--- src/hdl/sbr_pkg.sv ---
`timescale 1ns / 1ps
`default_nettype none
package sbr_pkg;
    localparam int MaxWidthDef  = 128;
    localparam int MaxHeightDef = 128;
    localparam int MaxAreaDef   = 16;

    localparam logic [7:0] PixWhite = 8'd255;
    localparam logic [7:0] PixBlack = 8'd0;

    localparam logic [1:0] RegFrameWidth  = 2'd0;
    localparam logic [1:0] RegFrameHeight = 2'd1;
    localparam logic [1:0] RegMinArea     = 2'd2;

    localparam logic KindWrite = 1'b0;
    localparam logic KindRead  = 1'b1;

    typedef struct packed {
        logic       kind;
        logic [6:0] col;
        logic [6:0] row;
        logic [7:0] pixel_in;
    } t_in_word;

    typedef struct packed {
        logic [7:0] pixel_out;
        logic       kept;
        logic [4:0] count_seen;
    } t_out_word;

    typedef enum logic [3:0] {
        ST_IDLE,
        ST_WRITE,
        ST_START,
        ST_START_RD,
        ST_STEP,
        ST_PROBE,
        ST_CHECK,
        ST_SCAN,
        ST_FINISH_RD,
        ST_OUT
    } t_state;

    typedef struct packed {
        logic load;
        logic do_write;
        logic start_init;
        logic step;
        logic probe_rd;
        logic scan_init;
        logic scan_next;
        logic accept_nb;
        logic mem_rd_start;
        logic finish;
    } t_cmd;

    typedef struct packed {
        logic is_read;
        logic in_frame;
        logic cap_hit;
        logic stack_empty;
        logic dir_done;
        logic nb_valid;
        logic nb_black;
        logic scan_done;
        logic scan_match;
    } t_status;

    // dx, dy per direction: up, up-left, left, down-left, down, down-right, right, up-right
    function automatic logic signed [1:0] step_dx(input logic [2:0] d);
        case (d)
            3'd1, 3'd2, 3'd3: step_dx = -2'sd1;
            3'd5, 3'd6, 3'd7: step_dx = 2'sd1;
            default: step_dx = 2'sd0;
        endcase
    endfunction

    function automatic logic signed [1:0] step_dy(input logic [2:0] d);
        case (d)
            3'd0, 3'd1, 3'd7: step_dy = -2'sd1;
            3'd3, 3'd4, 3'd5: step_dy = 2'sd1;
            default: step_dy = 2'sd0;
        endcase
    endfunction
endpackage
`default_nettype wire

--- src/hdl/sbr_ctrl.sv ---
`timescale 1ns / 1ps
`default_nettype none
module sbr_ctrl (
    input  wire logic            i_clk,
    input  wire logic            i_rst_n,
    input  wire logic            i_in_valid,
    output logic                 o_in_ready,
    output logic                 o_out_valid,
    input  wire logic            i_out_ready,
    input  wire sbr_pkg::t_status i_status,
    output sbr_pkg::t_cmd        o_cmd
);
    import sbr_pkg::*;

    t_state r_state, n_state;

    always_ff @(posedge i_clk) begin
        if (!i_rst_n) begin
            r_state <= ST_IDLE;
        end else begin
            r_state <= n_state;
        end
    end

    always_comb begin
        n_state     = r_state;
        o_cmd       = '0;
        o_in_ready  = 1'b0;
        o_out_valid = 1'b0;
        case (r_state)
            ST_IDLE: begin
                o_in_ready = 1'b1;
                if (i_in_valid) begin
                    o_cmd.load = 1'b1;
                    n_state = ST_WRITE;
                end
            end
            ST_WRITE: begin
                if (!i_status.is_read) begin
                    o_cmd.do_write = 1'b1;
                    n_state = ST_IDLE;
                end else if (!i_status.in_frame) begin
                    o_cmd.finish = 1'b1;
                    n_state = ST_OUT;
                end else begin
                    o_cmd.start_init = 1'b1;
                    n_state = ST_START;
                end
            end
            ST_START: begin
                n_state = ST_STEP;
            end
            ST_STEP: begin
                if (i_status.cap_hit || i_status.stack_empty) begin
                    o_cmd.mem_rd_start = 1'b1;
                    n_state = ST_START_RD;
                end else begin
                    o_cmd.step = 1'b1;
                    if (!i_status.dir_done && i_status.nb_valid) begin
                        o_cmd.probe_rd = 1'b1;
                        n_state = ST_PROBE;
                    end
                end
            end
            ST_PROBE: begin
                n_state = ST_CHECK;
            end
            ST_CHECK: begin
                if (i_status.nb_black) begin
                    o_cmd.scan_init = 1'b1;
                    n_state = ST_SCAN;
                end else begin
                    n_state = ST_STEP;
                end
            end
            ST_SCAN: begin
                if (i_status.scan_match) begin
                    n_state = ST_STEP;
                end else if (i_status.scan_done) begin
                    o_cmd.accept_nb = 1'b1;
                    n_state = ST_STEP;
                end else begin
                    o_cmd.scan_next = 1'b1;
                end
            end
            ST_START_RD: begin
                n_state = ST_FINISH_RD;
            end
            ST_FINISH_RD: begin
                o_cmd.finish = 1'b1;
                n_state = ST_OUT;
            end
            ST_OUT: begin
                o_out_valid = 1'b1;
                if (i_out_ready) begin
                    n_state = ST_IDLE;
                end
            end
            default: n_state = ST_IDLE;
        endcase
    end
endmodule
`default_nettype wire

--- config.mk ---
export PLATFORM = sky130hd
export DESIGN_NAME = sbr_ctrl
export DESIGN_NICKNAME = d
export VERILOG_FILES = /design/src/hdl/sbr_pkg.sv /design/src/hdl/sbr_ctrl.sv
export SDC_FILE = /design/constraint.sdc
export NUM_CORES = 1
export LEC_CHECK = 0
export BUFFER_PORTS_ARGS = -buffer_cell sky130_fd_sc_hd__buf_4
export CAP_MARGIN = 20
export CORE_AREA = 5 5 42 44
export CTS_BUF_LIST = sky130_fd_sc_hd__clkbuf_8
export CTS_CLUSTER_DIAMETER = 80
export DETAILED_ROUTE_END_ITERATION = 8
export DIE_AREA = 0 0 47 49
export PLACE_DENSITY = 0.61
export SYNTH_ARGS = -nofsm -noshare
export SYNTH_HDL_FRONTEND = slang
export SYNTH_SLANG_ARGS = --single-unit
--- constraint.sdc ---
create_clock -name i_clk -period 1.9 [get_ports i_clk]
set_clock_uncertainty 0.15 [all_clocks]
set_input_delay 0.285 -clock i_clk [delete_from_list [all_inputs] [get_ports i_clk]]
set_output_delay 0.285 -clock i_clk [all_outputs]
set_load 0.1 [all_outputs]
==> results of run 1 <==
[worst max-delay path, delay by kind of cell, from the launching register on]
kind	cells	cell delay (ns)
flip-flops	1	0.37
buffers and inverters	2	0.39
AND/OR/NAND/NOR	2	0.44
[cell type report]
| cell class | count | area [µm²] | share of cell area, % |
|---|---|---|---|
| multi-input cells | 42 | 397 | 45.5 |
| well taps | 16 | 20.0 | 2.30 |
| inverters | 1 | 3.75 | 0.431 |
| repair buffers | 37 | 320 | 36.8 |
| clock buffers | 3 | 41.3 | 4.74 |
| flip-flops and latches | 4 | 88.8 | 10.2 |
[cell families after synthesis]
logic type             count (synthesis)  synth area share (%)
multiplexers                           3                  6.63
buffers and inverters                  6                  9.67
AO/OA/AOI/OAI                         10                  16.6
flip-flops                             4                  17.7
AND/OR/NAND/NOR                       29                  49.5
[worst max-delay path by stage]
stage / endpoint / depth (start not counted)
4_1_cts: o_cmd[5] / 4
6_report: o_cmd[9] / 4
5_1_grt: o_cmd[0] / 5
3_5_place_dp: o_cmd[5] / 5
3_3_place_gp: o_cmd[5] / 5
2_1_floorplan: o_cmd[5] / 4
[cell usage in the layout, fill, tap and decap left out, types with 2 or more instances in the layout]
| master | instances |
|---|---|
| sky130_fd_sc_hd__a211o_1 | 2 |
| sky130_fd_sc_hd__buf_4 | 28 |
| sky130_fd_sc_hd__buf_6 | 8 |
| sky130_fd_sc_hd__clkbuf_8 | 3 |
| sky130_fd_sc_hd__dfxtp_4 | 2 |
| sky130_fd_sc_hd__mux2i_1 | 3 |
| sky130_fd_sc_hd__nand2_1 | 4 |
| sky130_fd_sc_hd__nor2_1 | 3 |
| sky130_fd_sc_hd__nor4_4 | 3 |
| sky130_fd_sc_hd__o21a_1 | 2 |
[Yosys cell counts (all sizes together)]
library cell	number
and3b	2
o21ai	1
nor2	3
a211oi	1
a211o	2
nor2b	1
dfxtp	4
nand2b	2
nor4b	3
o21bai	1
inv	1
mux2i	3
nor4bb	1
nand2	4
and3	2
or2	1
a31o	1
nand3b	1
nor4	4
o31a	1
nor3	2
nor3b	2
and2	1
buf	5
o21a	2
a21oi	1
[power groups by stage]
stage / clock, µW / combinational, µW / sequential (µW)
after floorplan: 0 / 710 / 125
final: 175 / 901 / 155
after CTS: 176 / 861 / 147
after global placement: 0 / 826 / 147
after global routing: 188 / 938 / 160
after detailed placement: 0 / 830 / 146
[per-layer routing]
layer / GRT usage [%] / vias to the layer above / routed length (µm)
met5: 0 / - / 0
met4: 0 / 0 / 0
met3: 4.80 / 0 / 63
met2: 17.6 / 9 / 676
met1: 14.3 / 224 / 582
li1: - / 269 / -
[what timing repair did]
item                       in CTS  in global routing
resized for setup               8                  8
pin swaps                       0                  4
buffers inserted                0                  5
setup endpoints to repair       7                  8
[per-stage QoR]
step / instance area, µm² / TNS [ns] / power, µW
2_1_floorplan: 524 / -5.44 / 836
3_3_place_gp: 731 / 0 / 973
3_5_place_dp: 731 / 0 / 975
4_1_cts: 807 / 0 / 1180
5_1_grt: 871 / -0.0843 / 1290
6_report: 871 / 0 / 1230
==> results by group, run 1 <==
Clock network
  – Maximum buffer depth of the clock tree: 2
  – Clock tree root buffer cell: sky130_fd_sc_hd__clkbuf_8
  – Clock Sink Count: 4
  – Num CTS Buffers: 3
  – Clock edge transition at the registers on the reported setup and hold paths: 0.03 ns
  – H-tree lvl count: 1
  – Clock tree from TritonCTS: done
  – Clk Latency, worst-skew pair: 0.21 ns
  – Number of hold buffers added after CTS: 0

Synth
  – Netlist Area Pre-Place: 453 µm²
  – Average cell area after synthesis: a little under 9 µm²
  – Synth unique cells: 31
  – Part of the Yosys area used for sequential elements: 17.7%
  – Seq cells post-synth: 4
  – Largest area contributor in the synthesized netlist: sky130_fd_sc_hd__dfxtp_1
  – Synthesized instance count: 52
  – Count of warnings emitted by yosys: 0
  – Syn Nets: 65
  – Yosys top cell area share: approximately 18%
  – Cell types with the largest area share after synthesis: sky130_fd_sc_hd__dfxtp_1 18%, sky130_fd_sc_hd__nor4_4 9.4%, sky130_fd_sc_hd__mux2i_1 6.6%

Worst setup path
  – Reg-to-reg startpoint: r_state[0]
  – Required time worst endpoint: 1.46 ns
  – Class of the most critical setup path: register to output port
  – Number of cells on the worst reg-to-reg path: 5
  – Arr. time, crit path: 1.42 ns
  – Capture instance of the worst register-to-register path: r_state[3]
  – Worst setup startpoint: r_state[1]
  – Ordered list of cells on the worst path: buf_4 > nor4_4 > and2_2 > buf_6
  – Slowest CP cell: sky130_fd_sc_hd__dfxtp_2
  – Critical Path Max Stage Delay: 0.37 ns
  – Launching element type of the critical path: register
  – R2R Setup Slk: 0.25 ns
  – Highest net fanout along the worst path: 7
  – Kind of end point of the critical path: output port

Final layout
  – Max FFs per register: 4
  – Core utilization of the finished layout: 62.1%
  – Biggest regs: r_state (4)
  – Register with the highest flop count: r_state
  – Final-stage net count: around 100
  – Final cell count without fillers: 103
  – Signed area change from the synthesized netlist to the final layout: 92.3%
  – Diode insertion count for antenna repair: 0
  – Fraction of final layout cells with drive strength greater than 1: 64.4%
  – Fillers: 135

GRT
  – GRT Total Usage: 11.0%
  – Vias in the first global route: approximately 480
  – Overflow after GRT: 0
  – Pin count of the biggest net entering global routing: 9
  – Global-route wire length before repair: roughly 1900 µm
  – Initial antenna violation count: 0

Worst hold path
  – WHS Path Cells: 2
  – Hold crit path type: primary input to register
  – Hold_sp: i_rst_n
  – Hold Path End: r_state[2]

Flow run
  – Number of max-cap violations: 0

Placed design
  – Dpl hpwl: 1030 µm
  – Number of buffers inserted by port buffering: 24
  – Dpl cells: 95
  – Post-place setup slack: 0.117 ns
  – Gpl congestion: 0.710

Die
  – Floorplan die width: 47 µm
  – Core area: 1400 µm²
  – Count of pins on the block boundary: 25
  – Row cnt: 14
  – Floorplan die height: 49 µm
  – Die Area: 2300 µm²
  – Initial Util: 32.3%

STA
  – Post-route setup slack: 0.0424 ns
  – Worst slew pin tran: 0.283 ns
  – Final-report max-slew violation count: 0
  – Relative slew margins: roughly four fifths
  – Hold violation count in the final report: 0
  – Worst-case hold slack: 0.176 ns
  – Final setup fails: 0
  – RSZ-0062 raised after global routing: yes
  – Fin crit share: a little over nine tenths
  – Post-layout minimum cycle time: 1.86 ns
  – FMAX: around 540 MHz

Route
  – Detailed-route wire length per cell: 12.8 µm
  – TritonRoute pass-1 iters: 2
  – Initial DRC count: 4
  – Antenna Nets Post-Route: 0
  – Number of remaining DRC errors: 0
  – Via density per instance: 4.87
  – Drt total wl: 1320 µm
  – Total vias in the final route: about 500

Outcome
  – Status: completed

Power and ir drop
  – Switching share of total power: 52.8%
  – Clk network pwr share: 14.2%
  – Power per Cell Area: 1410 nW/µm²
  – Cell leakage power: 0.000386 µW
  – Net switching power: 650 µW
  – Internal: 581 µW
  – Portion of total power attributed to sequential cells: 12.6%
  – Part of the total power dissipated in combinational logic: about three quarters
  – Peak supply drop: between 0.8 and 0.9 mV
No activity file was read; power rests on OpenSTA's default activity.
==> run 2, diff against run 1 <==
--- a/config.mk
+++ b/config.mk
@@ -5,6 +5,7 @@
 export SDC_FILE = /design/constraint.sdc
 export NUM_CORES = 1
 export LEC_CHECK = 0
+export ABC_AREA = 1
 export BUFFER_PORTS_ARGS = -buffer_cell sky130_fd_sc_hd__buf_4
 export CAP_MARGIN = 20
 export CORE_AREA = 5 5 42 44
@@ -12,7 +13,7 @@
 export CTS_CLUSTER_DIAMETER = 80
 export DETAILED_ROUTE_END_ITERATION = 8
 export DIE_AREA = 0 0 47 49
-export PLACE_DENSITY = 0.61
+export PLACE_DENSITY = 0.58
 export SYNTH_ARGS = -nofsm -noshare
 export SYNTH_HDL_FRONTEND = slang
 export SYNTH_SLANG_ARGS = --single-unit
==> results by group, run 2 <==
Outcome
  – Status: completed

STA
  – Final setup fails: 0 (unchanged)
  – Relative slew margins: 81.5% (+0.66 points)
  – Worst slew pin tran: 0.279 ns (-0.00361 ns)
  – FMAX: 555 MHz (+3.1%)
  – Final-report max-slew violation count: 0 (unchanged)
  – Post-route setup slack: 0.0975 ns (+0.0551 ns)
  – RSZ-0062 raised after global routing: no
  – Hold violation count in the final report: 0 (unchanged)
  – Post-layout minimum cycle time: 1.80 ns (-0.0551 ns)
  – Sum of negative setup slack: 0 ns (unchanged)
  – Fin crit share: 94.9% (-2.9 points)

Die
  – Core area: 1400 µm² (unchanged)
  – Floorplan die width: 47 µm (unchanged)
  – Initial Util: 29.5% (-2.9 points)
  – Floorplan die height: 49 µm (unchanged)
  – Die Area: 2300 µm² (unchanged)
  – Count of pins on the block boundary: 25 (unchanged)
  – Row cnt: 14 (unchanged)

Synth
  – Most common cell in the synthesized netlist: sky130_fd_sc_hd__inv_1
  – Syn Nets: 88 (+35%)
  – Xor/xnor cell area share of the yosys netlist: 0% (unchanged)
  – Synthesized-area fraction occupied by ao, oa, aoi and oai cells: 7.27% (-9.3 points)
  – Part of the Yosys area used for sequential elements: 19.4% (+1.7 points)
  – Average cell area after synthesis: 5.51 µm² (-37%)
  – Synthesized instance count: 75 (+44%)
  – Number of synthesized flops with an enable pin: 0 (unchanged)
  – Largest area contributor in the synthesized netlist: sky130_fd_sc_hd__dfxtp_1
  – Count of warnings emitted by yosys: 0 (unchanged)
  – Synth unique cells: 16 (-48%)
  – Netlist Area Pre-Place: 413 µm² (-8.8%)
  – Simple-gate portion of the synthesized area: 54.2% (+4.8 points)
  – Post-synth top cells: 18 x sky130_fd_sc_hd__inv_1, 14 x sky130_fd_sc_hd__nand2_1, 13 x sky130_fd_sc_hd__nor2_1
  – Primary flip-flop cell chosen by synthesis mapping: sky130_fd_sc_hd__dfxtp_1
  – Post-synth ARST share: 0% (unchanged)
  – Main combinational cell family by area after synthesis: simple AND/OR/NAND/NOR gates
  – Multiplexer fraction of the synthesized cell area: 0% (-6.6 points)
  – Cell types with the largest area share after synthesis: sky130_fd_sc_hd__dfxtp_1 19%, sky130_fd_sc_hd__inv_1 16%, sky130_fd_sc_hd__nand2_1 13%
  – Adder and majority gate portion of the synthesized area: 0% (unchanged)
  – Yosys top cell area share: 19.4% (+1.7 points)
  – Seq cells post-synth: 4 (unchanged)

GRT
  – Vias in the first global route: 526 (+10%)
  – Initial antenna violation count: 0 (unchanged)
  – Pin count of the biggest net entering global routing: 7 (-2)
  – Most Crowded Layer GR: met2
  – Met3 track demand over resource: 4.43% (-0.37 points)
  – Global-route wire length before repair: 2120 µm (+9.3%)
  – Fraction of met2 tracks used by global routing: 20.6% (+2.9 points)
  – Met1 track demand over resource in global routing: 14.3% (unchanged)
  – GRT Total Usage: 12.7% (+1.7 points)
  – Overflow after GRT: 0 (unchanged)

Final layout
  – Fraction of final layout cells with drive strength greater than 1: 49.0% (-15 points)
  – Fillers: 143 (+5.9%)
  – Diode insertion count for antenna repair: 0 (unchanged)
  – Register with the highest flop count: r_state
  – Final-stage net count: 119 (+17%)
  – Commonest cells after routing, fill and taps aside: 23 x sky130_fd_sc_hd__buf_4, 17 x sky130_fd_sc_hd__inv_1, 13 x sky130_fd_sc_hd__nand2_1, 11 x sky130_fd_sc_hd__nor2_1, 6 x sky130_fd_sc_hd__nand3_1
  – Combined area of the multi-input logic cells: 323 µm² (-19%)
  – Leading cell type in the layout, fill and taps excluded: sky130_fd_sc_hd__buf_4
  – Biggest regs: r_state (4)
  – Sequential Area: 86.3 µm² (-2.8%)
  – Signed area change from the synthesized netlist to the final layout: 85.2%
  – Max FFs per register: 4 (unchanged)

Power and ir drop
  – Power per Cell Area: 1710 nW/µm² (+21%)
  – Internal: 505 µW (-13%)
  – Net switching power: 799 µW (+23%)
  – Switching share of total power: 61.3% (+8.4 points)
  – Clk network pwr share: 13.6% (-0.6 points)
  – Portion of total power attributed to sequential cells: 13.8% (+1.2 points)
  – Peak supply drop: 0.864 mV (-1.6%)
  – Part of the total power dissipated in combinational logic: 72.6% (-0.6 points)
  – Cell leakage power: 0.000455 µW (+18%)

Worst setup path
  – Number of cells on the worst reg-to-reg path: 7 (+2)
  – Required time worst endpoint: 1.46 ns (about the same)
  – Launching element type of the critical path: register
  – Slowest CP cell: sky130_fd_sc_hd__dfxtp_1
  – Critical Path Max Stage Delay: 0.42 ns (+0.05 ns)
  – Kind of end point of the critical path: output port
  – Highest net fanout along the worst path: 5 (-2)
  – Class of the most critical setup path: register to output port
  – Ordered list of cells on the worst path: inv_2 > nor2_1 > nand2_1 > nand2_1 > buf_6
  – Arr. time, crit path: 1.37 ns (-0.05 ns)
  – Cell occurring most often along the worst timing path: sky130_fd_sc_hd__nand2_1
  – R2R Setup Slk: 0.55 ns (+0.30 ns)

Clock network
  – Clk Latency, worst-skew pair: 0.22 ns (about the same)
  – Maximum buffer depth of the clock tree: 2 (unchanged)
  – Number of hold buffers added after CTS: 0 (unchanged)
  – Clock edge transition at the registers on the reported setup and hold paths: 0.03 ns (about the same)
  – Clock Sink Count: 4 (unchanged)
  – Clock tree from TritonCTS: done
  – Num CTS Buffers: 3 (unchanged)
  – Clock tree root buffer cell: sky130_fd_sc_hd__clkbuf_8
  – H-tree lvl count: 1 (unchanged)

Route
  – Via density per instance: 4.56 (-6.5%)
  – Initial DRC count: 5 (+1)
  – Antenna Nets Post-Route: 0 (unchanged)
  – Number of remaining DRC errors: 0 (unchanged)
  – Total vias in the final route: 547 (+9.0%)
  – Detailed-route wire length per cell: 10.5 µm (-18%)
  – Drt total wl: 1260 µm (-4.8%)
  – TritonRoute pass-1 iters: 4 (+2)

Placed design
  – Post-place setup slack: 0.127 ns (+0.00943 ns)
  – Number of buffers inserted by port buffering: 24 (unchanged)
  – Gpl congestion: 0.782 (+10%)
  – Dpl hpwl: 1070 µm (+3.8%)

Worst hold path
  – WHS Path Cells: 3 (+1)
  – Hold crit path type: primary input to register

Flow run
  – Number of max-cap violations: 0 (unchanged)
==> run 2: layer usage <==
metal / vias up / part of all wire [%]
met5: - / 0
met2: 19 / 53
met3: 4 / 7.5
met4: 0 / 1.7
met1: 239 / 38
li1: 285 / -
==> run 2: power groups by stage <==
stage / Combinational (µW) / Clock, µW / Sequential, µW
after detailed placement: 903 / 0 / 167
final: 946 / 178 / 180
after global routing: 1010 / 182 / 187
after CTS: 919 / 179 / 172
after global placement: 910 / 0 / 164
after floorplan: 725 / 0 / 159
==> run 2: final cells by class <==
class | instances | area share, %
clock buffers | 3 | 5.40
inverters | 21 | 10.3
multi-input cells | 50 | 42.2
flip-flops and latches | 4 | 11.3
well taps | 16 | 2.62
repair buffers | 26 | 28.2
==> run 2: critical path, delay by kind of cell, from the launching register on <==
kind	cells	cell delay [ns]
buffers and inverters	2	0.35
DFF	1	0.42
and+or+nand+nor	3	0.39
==> run 2: cell families (layout without fill, tap and decap cells) <==
family	count (synthesis)	count (layout)
AOI/OAI and AO/OA	5	5
buffers and inverters	21	50
DFF	4	4
and+or+nand+nor	45	45
==> run 2: metrics by stage <==
step	utilization, %	instances	hold slack [ns]	total power (µW)	instance area, µm²
after floorplan	-	75	0.255	884	462
after global placement	47.8	116	0.372	1070	669
after detailed placement	47.8	116	0.369	1070	669
after CTS	52.3	119	0.161	1270	733
after global routing	54.6	120	0.175	1380	764
final	54.6	120	0.155	1300	764
==> run 2: repair_timing <==
item | in CTS | in global routing
resized for setup | 6 | 8
setup buffers | 0 | 1
endpoints found under the setup margin | 3 | 5
pin swaps | 0 | 2
==> run 2: worst paths after layout <==
kind	start	endpoint
max	r_state[3]	o_cmd[0]
min reg2reg	r_state[0]	r_state[0]
min	i_rst_n	r_state[0]
max reg2reg	r_state[3]	r_state[1]
==> run 3, diff against run 2 <==
==> config.mk (replaced) <==
export PLATFORM = sky130hd
export DESIGN_NAME = sbr_ctrl
export DESIGN_NICKNAME = d
export VERILOG_FILES = /design/src/hdl/sbr_pkg.sv /design/src/hdl/sbr_ctrl.sv
export SDC_FILE = /design/constraint.sdc
export NUM_CORES = 1
export LEC_CHECK = 0
export ABC_AREA = 0
export BUFFER_PORTS_ARGS = -buffer_cell sky130_fd_sc_hd__buf_4
export CAP_MARGIN = 20
export CORE_AREA = 4 4 41 43
export CTS_BUF_LIST = sky130_fd_sc_hd__clkbuf_8
export CTS_CLUSTER_DIAMETER = 80
export DETAILED_ROUTE_END_ITERATION = 8
export DIE_AREA = 0 0 45 47
export PLACE_DENSITY = 0.61
export SYNTH_ARGS = -nofsm -noshare
export SYNTH_HDL_FRONTEND = slang
export SYNTH_SLANG_ARGS = --single-unit
==> results by group, run 3 (same netlist as run 1, synthesis figures left out) <==
Outcome
  – Status: finished with violations
  – Failing checks: setup timing

STA
  – Final-report max-slew violation count: 0 (unchanged)
  – Post-layout minimum cycle time: 1.91 ns (+0.106 ns)
  – Final setup fails: 1 (+1)
  – FMAX: 524 MHz (-5.6%)
  – Hold violation count in the final report: 0 (unchanged)
  – Fin crit share: 100% (+5.6 points)
  – Worst slew pin tran: 0.333 ns (+0.0539 ns)
  – Post-route setup slack: -0.00896 ns (-0.106 ns)
  – Worst-case hold slack: 0.177 ns (+0.0218 ns)
  – Relative slew margins: 77.5% (-4.1 points)
  – RSZ-0062 raised after global routing: yes

Power and ir drop
  – Cell leakage power: 0.000383 µW (-16%)
  – Switching share of total power: 52.2% (-9.0 points)
  – Peak supply drop: 1.36 mV (+57%)
  – Power per Cell Area: 1470 nW/µm² (-14%)
  – Portion of total power attributed to sequential cells: 12.1% (-1.7 points)
  – Part of the total power dissipated in combinational logic: 74.0% (+1.4 points)
  – Internal: 606 µW (+20%)
  – Net switching power: 663 µW (-17%)
  – Clk network pwr share: 13.9% (+0.3 points)

Route
  – Drt total wl: 1470 µm (+17%)
  – Total vias in the final route: 527 (-3.7%)
  – Number of remaining DRC errors: 0 (unchanged)
  – Via density per instance: 5.22 (+14%)
  – Initial DRC count: 4 (-1)
  – TritonRoute pass-1 iters: 4 (unchanged)
  – Antenna Nets Post-Route: 0 (unchanged)
  – Detailed-route wire length per cell: 14.6 µm (+39%)

Clock network
  – Num CTS Buffers: 3 (unchanged)
  – Clock edge transition at the registers on the reported setup and hold paths: 0.03 ns (about the same)
  – Clk Latency, worst-skew pair: 0.22 ns (about the same)
  – Maximum buffer depth of the clock tree: 2 (unchanged)
  – Clock tree root buffer cell: sky130_fd_sc_hd__clkbuf_8
  – H-tree lvl count: 1 (unchanged)
  – Clock tree from TritonCTS: done
  – Clock Sink Count: 4 (unchanged)

Die
  – Die Area: 2120 µm² (-8.2%)
  – Floorplan die width: 45 µm (-4.3%)
  – Floorplan die height: 47 µm (-4.1%)
  – Count of pins on the block boundary: 25 (unchanged)
  – Core area: 1300 µm² (-7.1%)
  – Initial Util: 34.8% (+5.3 points)
  – Row cnt: 13 (-1)

Placed design
  – Number of buffers inserted by port buffering: 24 (unchanged)
  – Post-place setup slack: 0.0937 ns (-0.0331 ns)
  – Dpl cell area: 729 µm² (+9.0%)
  – Dpl cells: 94 (-19%)
  – Dpl hpwl: 1070 µm (+0.37%)
  – Gpl congestion: 0.672 (-14%)

Worst setup path
  – Critical Path Max Stage Delay: 0.39 ns (-0.03 ns)
  – Slowest CP cell: sky130_fd_sc_hd__nor4b_1
  – Cell family with the largest share of critical-path delay: simple AND/OR/NAND/NOR gates
  – Arr. time, crit path: 1.47 ns (+0.10 ns)
  – Kind of end point of the critical path: output port
  – Required time worst endpoint: 1.46 ns (about the same)
  – Highest net fanout along the worst path: 10 (+5)
  – R2R Setup Slk: 0.25 ns (-0.30 ns)
  – Reg-to-reg startpoint: r_state[3]
  – Worst setup startpoint: r_state[1]
  – Count of buffering cells on the critical path with inverters included: 1 (-1)
  – Launching element type of the critical path: register
  – Class of the most critical setup path: register to output port
  – Ordered list of cells on the worst path: nor4b_1 > and3_2 > buf_6

Flow run
  – Number of max-cap violations: 0 (unchanged)

Final layout
  – Leading cell type in the layout, fill and taps excluded: sky130_fd_sc_hd__buf_4
  – Sequential Area: 87.6 µm² (+1.4%)
  – Biggest regs: r_state (4)
  – Fraction of final layout cells with drive strength greater than 1: 64.0% (+15 points)
  – Fillers: 115 (-20%)
  – Diode insertion count for antenna repair: 0 (unchanged)
  – Final cell count without fillers: 101 (-16%)
  – Signed area change from the synthesized netlist to the final layout: 90.9%
  – Register with the highest flop count: r_state
  – Commonest cells after routing, fill and taps aside: 27 x sky130_fd_sc_hd__buf_4, 7 x sky130_fd_sc_hd__buf_6, 4 x sky130_fd_sc_hd__nand2_1
  – Combined area of the multi-input logic cells: 392 µm² (+21%)
  – Final-stage net count: 101 (-15%)
  – Cell area after layout: 865 µm² (+13%)
  – Max FFs per register: 4 (unchanged)

GRT
  – Global-route wire length before repair: 2340 µm (+10%)
  – Overflow after GRT: 0 (unchanged)
  – GRT Total Usage: 15.5% (+2.8 points)
  – Vias in the first global route: 540 (+2.7%)
  – Pin count of the biggest net entering global routing: 13 (+6)
  – Initial antenna violation count: 0 (unchanged)

Worst hold path
  – Hold crit path type: primary input to register
  – Hold_sp: i_rst_n
-- run 3: cell count changes in the layout (fill, tap and decap cells not counted), moves of 5 or more --
cell,delta
sky130_fd_sc_hd__buf_6,+5
sky130_fd_sc_hd__inv_1,-16
sky130_fd_sc_hd__nand2_1,-9
sky130_fd_sc_hd__nand3_1,-6
sky130_fd_sc_hd__nor2_1,-8
-- run 3: power by group through the flow --
stage | Clock, µW | Sequential [µW] | Combinational [µW]
5_1_grt | 186 | 158 | 990
2_1_floorplan | 0 | 125 | 710
4_1_cts | 181 | 141 | 871
3_5_place_dp | 0 | 142 | 839
6_report | 176 | 153 | 939
3_3_place_gp | 0 | 141 | 839
-- run 3: worst paths after layout --
kind                              endpoint  cells past startpoint
worst min-delay path            r_state[2]                      2
worst min register to register  r_state[3]                      2
worst max register to register  r_state[3]                      6
worst max-delay path              o_cmd[7]                      3
-- run 3: worst reg2reg max path: stages (launching register included) --
cell and delay [ns]:
sky130_fd_sc_hd__dfxtp_4 0.35, sky130_fd_sc_hd__buf_6 0.12, sky130_fd_sc_hd__buf_4 0.13, sky130_fd_sc_hd__and3b_1 0.15
sky130_fd_sc_hd__o21a_1 0.18, sky130_fd_sc_hd__a211o_1 0.25, sky130_fd_sc_hd__a31o_1 0.21
-- run 3: cell type report --
type                    instances  area share (%)
well taps                      15            2.17
inverters                       1           0.434
repair buffers                 36            37.2
clock buffers                   3            4.78
flip-flops and latches          4            10.1
multi-input cells              42            45.3
-- run 3: metrics by stage --
step	util, %	setup TNS [ns]	power (µW)
3_3_place_gp	56.1	0	980
6_report	66.4	-0.00896	1270
5_1_grt	66.4	-0.240	1330
3_5_place_dp	56.1	0	981
4_1_cts	62.0	-0.0164	1190
2_1_floorplan	-	-5.44	836
-- run 3: repair_timing --
action                                  in CTS  in global routing
hold endpoints to repair                     0                  0
hold buffers                                 0                  0
endpoints found under the setup margin       7                  6
pin swaps                                    0                  5
setup buffers                                0                  4
gates resized for setup                      9                  9
-- run 3: layer usage --
metal / vias up / track usage [%] / share of wire, %
met5: - / 0 / 0
met2: 14 / 29.9 / 53
met3: 2 / 4.21 / 5.1
met1: 249 / 15.9 / 41
met4: 0 / 5.26 / 0.88
li1: 262 / - / -
